`config.mk`:
```
export PLATFORM = sky130hd
export DESIGN_NAME = atan2_octant_lut_unit
export DESIGN_NICKNAME = d
export VERILOG_FILES = /design/src/rtl/core/atan2oct_pkg.sv /design/src/rtl/core/atan2_octant_lut_unit.sv
export SDC_FILE = /design/constraint.sdc
export NUM_CORES = 2
export LEC_CHECK = 0
export BUFFER_PORTS_ARGS = -buffer_cell sky130_fd_sc_hd__buf_2
export CORE_ASPECT_RATIO = 1.75
export CORE_MARGIN = 2
export CORE_UTILIZATION = 48
export CTS_BUF_LIST = sky130_fd_sc_hd__clkbuf_8 sky130_fd_sc_hd__clkbuf_16
export CTS_CLUSTER_DIAMETER = 100
export DETAILED_ROUTE_END_ITERATION = 10
export PLACE_DENSITY = 0.64
export SLEW_MARGIN = 20
export SYNTH_ARGS = -nofsm -noshare
export SYNTH_HDL_FRONTEND = slang
export SYNTH_SLANG_ARGS = --single-unit
export TNS_END_PERCENT = 20
```
`constraint.sdc`:
```
create_clock -name i_clk -period 11.7 [get_ports i_clk]
set_clock_uncertainty 0.05 [all_clocks]
set_input_delay 2.34 -clock i_clk [delete_from_list [all_inputs] [get_ports i_clk]]
set_output_delay 2.34 -clock i_clk [all_outputs]
set_load 0.005 [all_outputs]
```
`src/rtl/core/atan2oct_pkg.sv`:
```
// Shared types and fixed field widths for the table-based atan2 unit.
`default_nettype none

package atan2oct_pkg;

    localparam int COORD_W = 32;
    localparam int ANGLE_W = 13;

    // Octant and special-case flags that ride alongside each beat.
    typedef struct packed {
        logic valid;
        logic both_zero;
        logic x_zero;
        logic y_pos;
        logic x_neg;
        logic ax_gt_ay;
    } t_ctl;

endpackage

`default_nettype wire

```
`src/rtl/core/atan2_octant_lut_unit.sv`:
```
// Pipelined four-quadrant arctangent: magnitude divide, table lookup, octant fold.
//
//  channel  | handshake          | payload
//  ---------+--------------------+------------------------------------------
//  input    | start / busy       | i_y_coord, i_x_coord (s32, FRAC_BITS frac)
//  result   | o_strobe (1 cycle) | o_angle (s13, FRAC_BITS frac, radians)
//
// One beat is taken every cycle while busy is low; a beat passes the magnitude, order,
// restoring divider (one quotient bit per stage), index, table and output registers.
// Reset is synchronous and active low; busy is high during reset and the cycle after.
// The result side cannot stall, so the pipeline advances every cycle and never holds.
`default_nettype none

module atan2_octant_lut_unit #(
    parameter int LUT_ENTRIES = 256,
    parameter int FRAC_BITS   = 10
) (
    input  wire logic                                   i_clk,
    input  wire logic                                   i_rst_n,
    input  wire logic                                   start,
    output logic                                        busy,
    input  wire logic signed [atan2oct_pkg::COORD_W-1:0] i_y_coord,
    input  wire logic signed [atan2oct_pkg::COORD_W-1:0] i_x_coord,
    output logic                                        o_strobe,
    output logic signed [atan2oct_pkg::ANGLE_W-1:0]      o_angle
);

    localparam int CW      = atan2oct_pkg::COORD_W;
    localparam int Q_W     = FRAC_BITS + 1;
    localparam int IDX_W   = $clog2(LUT_ENTRIES);
    localparam int PROD_W  = IDX_W + Q_W;
    localparam int SH_W    = PROD_W - FRAC_BITS;
    localparam int ANG_W   = FRAC_BITS + 3;
    localparam int PI_VAL  = $rtoi(3.141592653589793 * (2.0 ** FRAC_BITS));
    localparam int PI2_VAL = PI_VAL / 2;

    // ---------------- stage 0: magnitudes ----------------
    logic          r_busy;
    logic          r_v0;
    logic          r_yneg0;
    logic          r_xneg0;
    logic [CW-1:0] r_ay0;
    logic [CW-1:0] r_ax0;
    logic [CW-1:0] n_ay0;
    logic [CW-1:0] n_ax0;

    assign busy  = r_busy;
    assign n_ay0 = i_y_coord[CW-1] ? (~i_y_coord + CW'(1)) : i_y_coord;
    assign n_ax0 = i_x_coord[CW-1] ? (~i_x_coord + CW'(1)) : i_x_coord;

    always_ff @(posedge i_clk) begin
        if (!i_rst_n) begin
            r_busy <= 1'b1;
            r_v0   <= 1'b0;
        end else begin
            r_busy <= 1'b0;
            r_v0   <= start && !r_busy;
        end
        r_yneg0 <= i_y_coord[CW-1];
        r_xneg0 <= i_x_coord[CW-1];
        r_ay0   <= n_ay0;
        r_ax0   <= n_ax0;
    end

    // ---------------- stage 1: order and classify ----------------
    atan2oct_pkg::t_ctl r_ctl1;
    atan2oct_pkg::t_ctl n_ctl1;
    logic [CW-1:0]      r_min1;
    logic [CW-1:0]      r_max1;

    always_comb begin
        n_ctl1.valid     = r_v0;
        n_ctl1.both_zero = (r_ax0 == '0) && (r_ay0 == '0);
        n_ctl1.x_zero    = (r_ax0 == '0);
        n_ctl1.y_pos     = !r_yneg0 && (r_ay0 != '0);
        n_ctl1.x_neg     = r_xneg0;
        n_ctl1.ax_gt_ay  = r_ax0 > r_ay0;
    end

    always_ff @(posedge i_clk) begin
        if (!i_rst_n) begin
            r_ctl1 <= '0;
        end else begin
            r_ctl1 <= n_ctl1;
        end
        r_min1 <= n_ctl1.ax_gt_ay ? r_ay0 : r_ax0;
        r_max1 <= n_ctl1.ax_gt_ay ? r_ax0 : r_ay0;
    end

    // ---------------- divide: one quotient bit per stage, MSB first ----------------
    atan2oct_pkg::t_ctl r_ctl_d [FRAC_BITS+1];
    logic [CW-1:0]      r_rem   [FRAC_BITS+1];
    logic [CW-1:0]      r_dvs   [FRAC_BITS+1];
    logic [Q_W-1:0]     r_q     [FRAC_BITS+1];

    for (genvar j = 0; j <= FRAC_BITS; j++) begin : g_div
        atan2oct_pkg::t_ctl w_ctl_in;
        logic [CW-1:0]      w_rem_in;
        logic [CW-1:0]      w_dvs_in;
        logic [Q_W-1:0]     w_q_in;
        logic [CW:0]        w_trial;
        logic               w_ge;

        if (j == 0) begin : g_first
            assign w_ctl_in = r_ctl1;
            assign w_rem_in = r_min1;
            assign w_dvs_in = r_max1;
            assign w_q_in   = '0;
            assign w_trial  = {1'b0, w_rem_in};
        end else begin : g_next
            assign w_ctl_in = r_ctl_d[j-1];
            assign w_rem_in = r_rem[j-1];
            assign w_dvs_in = r_dvs[j-1];
            assign w_q_in   = r_q[j-1];
            assign w_trial  = {w_rem_in, 1'b0};
        end

        assign w_ge = w_trial >= {1'b0, w_dvs_in};

        always_ff @(posedge i_clk) begin
            if (!i_rst_n) begin
                r_ctl_d[j] <= '0;
            end else begin
                r_ctl_d[j] <= w_ctl_in;
            end
            r_rem[j] <= w_ge ? CW'(w_trial - {1'b0, w_dvs_in}) : CW'(w_trial);
            r_dvs[j] <= w_dvs_in;
            r_q[j]   <= {w_q_in[Q_W-2:0], w_ge};
        end
    end

    // ---------------- index: scale ratio to table range ----------------
    atan2oct_pkg::t_ctl r_ctl_i;
    logic [IDX_W-1:0]   r_idx;
    logic [PROD_W-1:0]  w_prod;
    logic [SH_W-1:0]    w_sh;

    assign w_prod = PROD_W'(r_q[FRAC_BITS]) * PROD_W'(LUT_ENTRIES - 1);
    assign w_sh   = SH_W'(w_prod >> FRAC_BITS);

    always_ff @(posedge i_clk) begin
        if (!i_rst_n) begin
            r_ctl_i <= '0;
        end else begin
            r_ctl_i <= r_ctl_d[FRAC_BITS];
        end
        if (w_sh > SH_W'(LUT_ENTRIES - 1)) begin
            r_idx <= IDX_W'(LUT_ENTRIES - 1);
        end else begin
            r_idx <= w_sh[IDX_W-1:0];
        end
    end

    // ---------------- table read: atan(i/(N-1)) scaled, truncated ----------------
    logic [FRAC_BITS-1:0] w_rom [LUT_ENTRIES];

    for (genvar g = 0; g < LUT_ENTRIES; g++) begin : g_rom
        localparam int ROM_VAL =
            $rtoi($atan(real'(g) / real'(LUT_ENTRIES - 1)) * (2.0 ** FRAC_BITS));
        assign w_rom[g] = FRAC_BITS'(ROM_VAL);
    end

    atan2oct_pkg::t_ctl   r_ctl_r;
    logic [FRAC_BITS-1:0] r_lut;

    always_ff @(posedge i_clk) begin
        if (!i_rst_n) begin
            r_ctl_r <= '0;
        end else begin
            r_ctl_r <= r_ctl_i;
        end
        r_lut <= w_rom[r_idx];
    end

    // ---------------- fold into the right octant ----------------
    logic signed [ANG_W-1:0]                   w_lut;
    logic signed [ANG_W-1:0]                   w_pi;
    logic signed [ANG_W-1:0]                   w_pi2;
    logic signed [ANG_W-1:0]                   n_val;
    logic signed [CW-1:0]                      w_wide;
    logic                                      r_strobe;
    logic signed [atan2oct_pkg::ANGLE_W-1:0]   r_angle;

    assign w_lut = signed'({3'b000, r_lut});
    assign w_pi  = ANG_W'(PI_VAL);
    assign w_pi2 = ANG_W'(PI2_VAL);

    always_comb begin
        if (r_ctl_r.both_zero) begin
            n_val = '0;
        end else if (r_ctl_r.x_zero) begin
            n_val = r_ctl_r.y_pos ? w_pi2 : -w_pi2;
        end else if (r_ctl_r.y_pos) begin
            n_val = r_ctl_r.ax_gt_ay ? w_lut : (w_pi2 - w_lut);
            if (r_ctl_r.x_neg) begin
                n_val = w_pi - n_val;
            end
        end else begin
            // zero y lands here as well
            n_val = r_ctl_r.ax_gt_ay ? -w_lut : (w_lut - w_pi2);
            if (r_ctl_r.x_neg) begin
                n_val = -w_pi - n_val;
            end
        end
    end

    assign w_wide = CW'(n_val);

    always_ff @(posedge i_clk) begin
        if (!i_rst_n) begin
            r_strobe <= 1'b0;
        end else begin
            r_strobe <= r_ctl_r.valid;
        end
        r_angle <= w_wide[atan2oct_pkg::ANGLE_W-1:0];
    end

    assign o_strobe = r_strobe;
    assign o_angle  = r_angle;

endmodule

`default_nettype wire

```
# ---- Word level (Yosys, flattened, before mapping)
# Memories as Yosys holds them, arrays and structs flattened. A register that Yosys moved wholly into a read port is not among the register bits.
# Cells that the tools add are included.
dict set report word_totals {
  mem_bits_rw 891
  rom_bits 2560
  n_memories 5
  elab_cells 120
  regBits 166
  input_bits 67
  output_inout_bits 15
}
# memory words width read_ports rd_ports_with_merged_regs wr line_no
set mem_list {}
lappend mem_list {{(no name shown)} 256 10 1 1 0 atan2_octant_lut_unit.sv:172} ;# r_lut <= w_rom[r_idx];
lappend mem_list {r_dvs 11 32 10 0 11 atan2_octant_lut_unit.sv:93} ;# logic [CW-1:0] r_dvs [FRAC_BITS+1];
lappend mem_list {r_rem 11 32 10 0 11 atan2_octant_lut_unit.sv:92} ;# logic [CW-1:0] r_rem [FRAC_BITS+1];
lappend mem_list {r_q 11 11 11 0 11 atan2_octant_lut_unit.sv:94} ;# logic [Q_W-1:0] r_q [FRAC_BITS+1];
lappend mem_list {r_ctl_d 11 6 11 1 11 atan2_octant_lut_unit.sv:91} ;# atan2oct_pkg::t_ctl r_ctl_d [FRAC_BITS+1];
dict set report op_classes {
  n_mul 1
  n_addsub 18
  muxes 35
  n_bitwise 14
  reduce_logical 9
  order_cmp 13
}
# operator count
set ops {}
lappend ops {{two-way mux 32 bit} 13}
lappend ops {{subtractor 32 bit} 11}
lappend ops {{>= comparator 33 x 32 -> 1 bit} 10}
lappend ops {{two-way mux 13 bit} 7}
lappend ops {{two-way mux 6 bit} 11}
lappend ops {{adder 32 x 2 -> 32 bit (second input constant)} 2}
lappend ops {{logical NOT 32 bit} 2}
lappend ops {{NOT 32 bit} 2}
lappend ops {{two-way mux 31 bit} 2}
lappend ops {{>= comparator 32 bit} 1}
lappend ops {{> comparator 32 bit} 1}
lappend ops {{nonzero test 32 bit} 1}
lappend ops {{subtractor 13 bit (first input constant)} 2}
lappend ops {{multiplier 11 x 8 -> 19 bit (second input constant)} 1}
lappend ops {{negation 10 -> 13 bit} 1}
lappend ops {{subtractor 10 x 11 -> 12 bit (second input constant)} 1}
lappend ops {{subtractor 11 x 10 -> 12 bit (first input constant)} 1}
lappend ops {{OR 1 bit} 11}
lappend ops {{> comparator 9 x 8 -> 1 bit (second input constant)} 1}
lappend ops {{NOT 8 -> 9 bit} 1}
lappend ops {{logical AND 1 bit} 3}
lappend ops {{logical NOT 1 bit} 3}
lappend ops {{two-way mux 1 bit} 2}

# ---- Depth between registers and ports, before layout
dict set report logic_depth {
  ltp_word 6
  mapped_depth 19
}

# ---- Least setup slack after synthesis
# OpenSTA, ideal clock, no wires.
dict set report synth_timing {
  path_kind {in2reg}
  start {in i_x_coord[9] (netlist bit)}
  end {reg r_ax0[29]}
  arrival_ns 4.752
  stages 8
  path_buffers 0
  setup_ns 0.072
  path_slack_ns 6.826
  path_cell_list {or4_4 > nor4_4 > nand2b_1 > or4_4 > or4_4 > or3_4 > o31ai_4 > xnor2_1}
}
dict set report synth_between {
  elab_chain_cells 3
}
# element line_no
set synth_rtl {}
lappend synth_rtl {{start: declaration} atan2_octant_lut_unit.sv:23} ;# input wire logic signed [atan2oct_pkg::COORD_W-1:0] i_x_coord,
lappend synth_rtl {{NOT 32 bit} atan2_octant_lut_unit.sv:49} ;# assign n_ax0 = i_x_coord[CW-1] ? (~i_x_coord + CW'(1)) : i_x_coord;
lappend synth_rtl {{adder 32 x 2 -> 32 bit} atan2_octant_lut_unit.sv:49}
lappend synth_rtl {{two-way mux 31 bit} atan2_octant_lut_unit.sv:49}
lappend synth_rtl {{net n_ax0[29]} atan2_octant_lut_unit.sv:45} ;# logic [CW-1:0] n_ax0;
lappend synth_rtl {{end signal: assignment} atan2_octant_lut_unit.sv:62} ;# r_ax0 <= n_ax0;
lappend synth_rtl {{end: declaration} atan2_octant_lut_unit.sv:43} ;# logic [CW-1:0] r_ax0;
# The timed path passes the listed nets, and every way through them passes these cells.
# A chain may end at the register's enable or synchronous reset.

==> flow_metrics.py <==
metrics = {
    "outcome": {
        "status": "finished clean",
    },
    "synth": {
        "synthesis.yosys.warnings": 0,
        "async_reset_ff_share_pct": 0,
        "synth-seq-area-share_pct": 39.28,
        "syn_area_sq_um": 48620,
        "synthCells": 5399,
        "synth_ff_type": "dfxtp_1",
        "synth_seq_cells": 954,
        "synth_top_area_cell": "dfxtp_1",
        "synthTopCellsByArea": "dfxtp_1 (39%), ha_1 (11%), inv_1 (4.5%)",
        "synth_area_per_cell_sq_um": 9.005,
        "ys_types": 93,
        "synth_top_area_share_pct": 39.28,
        "synth_edf_count": 0,
        "syn_nets": 5957,
    },
    "worst_setup_path": {
        "path_class": "flip-flop to flip-flop",
        "reg2reg_depth": 18,
        "cp_data_arrival_time_ps": 5420,
        "cp.required_ps": 12170,
        "start_kind": "flip-flop",
        "end_kind": "flip-flop",
        "critPathMaxFanout": 6,
    },
    "detailed_routing": {
        "drc": 0,
        "ant_nets": 0,
        "wire_per_inst_um": 17.22,
        "vias_per_cell": 5.448,
        "first_pass_iters": 6,
        "first_iter_violations": 1718,
        "vias": 37327,
        "wirelength_mm": 118.0,
    },
    "cells_and_area": {
        "nets": 6012,
        "layout-drive-gt1-share_pct": 8.326,
        "nFillCells": 9392,
        "area_growth_pct": 9.830,
    },
    "place": {
        "dp_hpwl_mm": 94.73,
        "gp_congestion": 0.9522,
        "io_buffers": 81,
    },
    "clock_network": {
        "clkTransAtPathRegs_ps": 70,
        "holdBufCountCts": 0,
        "h-tree-depth": 3,
        "clock_latency_ps": 680,
        "cts_setup_buffers": 0,
        "clock_path_buffers": 3,
        "post_cts_resized": 0,
        "cts_buffers": 88,
        "cts_tree": "built",
        "cts_root_buffer": "clkbuf_16",
        "clock-sinks": 954,
    },
    "floorplanning": {
        "dieArea_sq_um": 104000,
        "die_w_um": 244.6,
        "die_h_um": 425.0,
        "row_count": 154,
        "core_sq_um": 100600,
        "ios": 82,
        "initial_core_util_pct": 48.34,
    },
    "grt": {
        "grt_pass1_vias": 38194,
        "grt_usage_pct": 22.53,
        "top_usage_layer": "met2",
        "grt_use_met1_pct": 19.49,
        "antenna_found_initial": 2,
        "overflow": 0,
        "grt_pass1_wl_mm": 187.8,
        "grt_start_max_net_pins": 84,
        "use_met2_pct": 46.35,
        "grt_util_met3_pct": 2.251,
    },
    "timing": {
        "slew_headroom_pct": 22.32,
        "rsz0062_at_grt": "no",
        "setup_tns_ps": 0,
        "layout_min_cycle_time_ps": 4944,
        "finalSetupViolCount": 0,
        "finalHoldViolations": 0,
        "worst_pin_slew_ps": 1136,
        "max_clock_freq_mhz": 202.3,
        "min_period_over_period_pct": 42.26,
        "slew_violations": 0,
    },
    "flow_run": {
        "max_cap_violations": 0,
    },
    "min_path": {
        "whs_path_depth": 0,
        "min_path_type": "flip-flop to flip-flop",
    },
}
-- area by class of cell --
class	instances	area, sq um	area share (%)
Tap cell	1326	1659	3.107
Clock inverter	60	608.1	1.139
Inverter	581	2181	4.084
Antenna cell	1	2.502	0.004686
Multi-Input combinational cell	3715	26820	50.22
Sequential cell	954	19100	35.76
Timing Repair Buffer	114	653.1	1.223
Clock buffer	101	2381	4.459
-- per-layer routing --
| metal | share of wire, % | vias up |
|---|---|---|
| li1 | - | 18807 |
| met1 | 33 | 17436 |
| met2 | 57 | 715 |
| met3 | 2.6 | 369 |
| met4 | 7.6 | 0 |
| met5 | 0 | - |
-- critical path, cell delays in order, from the launching register on --
cell     delay [ps]
dfxtp_1         400
inv_1           150
fa_1            560
inv_1            60
ha_1            190
a21o_1          170
fa_1            530
inv_1            60
fa_1            520
inv_1            40
ha_1            300
a21o_1          180
a21oi_1         170
a21oi_1         140
o31ai_1         410
o21ai_0         240
a21oi_1         230
xnor2_1         240
o21ai_0         170
-- cells in the final DEF, fill, tap and decap left out, drive strengths merged, types with 14 or more instances in the layout --
master / n
nand4: 57
a211oi: 45
a31oi: 40
nand2b: 65
mux2: 151
inv: 610
a21o: 163
fa: 53
clkinv: 15
and3: 33
nor2: 287
and2: 116
xnor2: 246
nor2b: 60
ha: 438
o31ai: 59
nor3: 75
dfxtp: 954
o211ai: 31
a211o: 14
o21ai: 391
a21oi: 390
buf: 114
or4: 17
a221oi: 14
nand2: 393
xor2: 109
o21a: 51
or2: 18
or3: 35
nor4: 40
clkbuf: 101
o41ai: 17
nand3: 82
o21bai: 36
-- per-stage QoR --
stage	util, %	hold slack [ps]	instance area (sq um)	cells	setup WS (ps)
floorplan	-	259.6	48620	5399	6826
global placement	50.12	260.2	50410	6690	6370
detailed placement	50.12	262.1	50410	6690	6276
CTS	53.09	267.4	53400	6851	6713
global route	53.09	268.0	53400	6851	6318
finish	53.09	264.9	53400	6852	6756
-- synth_stat cells, drive strengths merged (14+ instances only) --
master	instances
nand3	82
o21ai	391
xnor2	246
o211ai	31
a21o	163
mux2	151
a31oi	40
fa	53
nor3	75
nand2b	65
nand2	393
inv	579
o31ai	59
nor2	287
or4	17
xor2	109
a211oi	45
a211o	14
nor2b	60
a221oi	14
nor4	40
clkbuf	117
and2	116
and3	33
dfxtp	954
nand4	57
or2	18
o21a	51
o41ai	17
o21bai	36
or3	35
buf	32
ha	438
a21oi	390
-- sequential cells by signal, summed over array words and instances (netlist names) --
register	count
r_ctl_r	6
r_yneg0	1
r_ay0	32
r_v0	1
o_strobe	1
busy	1
r_rem	320
g_div.w_dvs_in	32
g_div.w_ctl_in	6
r_idx	8
o_angle	13
r_lut	10
r_q	66
r_ctl_d	66
r_xneg0	1
g_div.w_rem_in	32
r_ctl_i	6
r_ax0	32
r_dvs	320
-- cell families (layout without fill, tap and decap cells) --
| logic type | after synthesis | in the layout | share of synthesized area (%) |
|---|---|---|---|
| compound gates | 1390 | 1390 | 17.98 |
| xor+xnor | 355 | 355 | 6.395 |
| fa+ha+maj | 492 | 492 | 13.47 |
| buf+inv | 730 | 856 | 5.728 |
| flops | 954 | 954 | 39.28 |
| mux | 163 | 163 | 3.824 |
| other cells | 0 | 1 | 0 |
| simple gates | 1315 | 1315 | 13.31 |
-- path summary, 6_finish.rpt --
path	from	endpoint	slack (ps)
hold reg to reg	r_q[7][0]	r_q[8][1]	260
setup reg to reg	r_q[10][5]	r_idx[5]	6760
setup / recovery	r_q[10][5]	r_idx[5]	6760
hold / removal	r_q[7][0]	r_q[8][1]	260
Power is not shown: default switching activity piles up to over one toggle a cycle in this logic, so the estimate is an artifact.
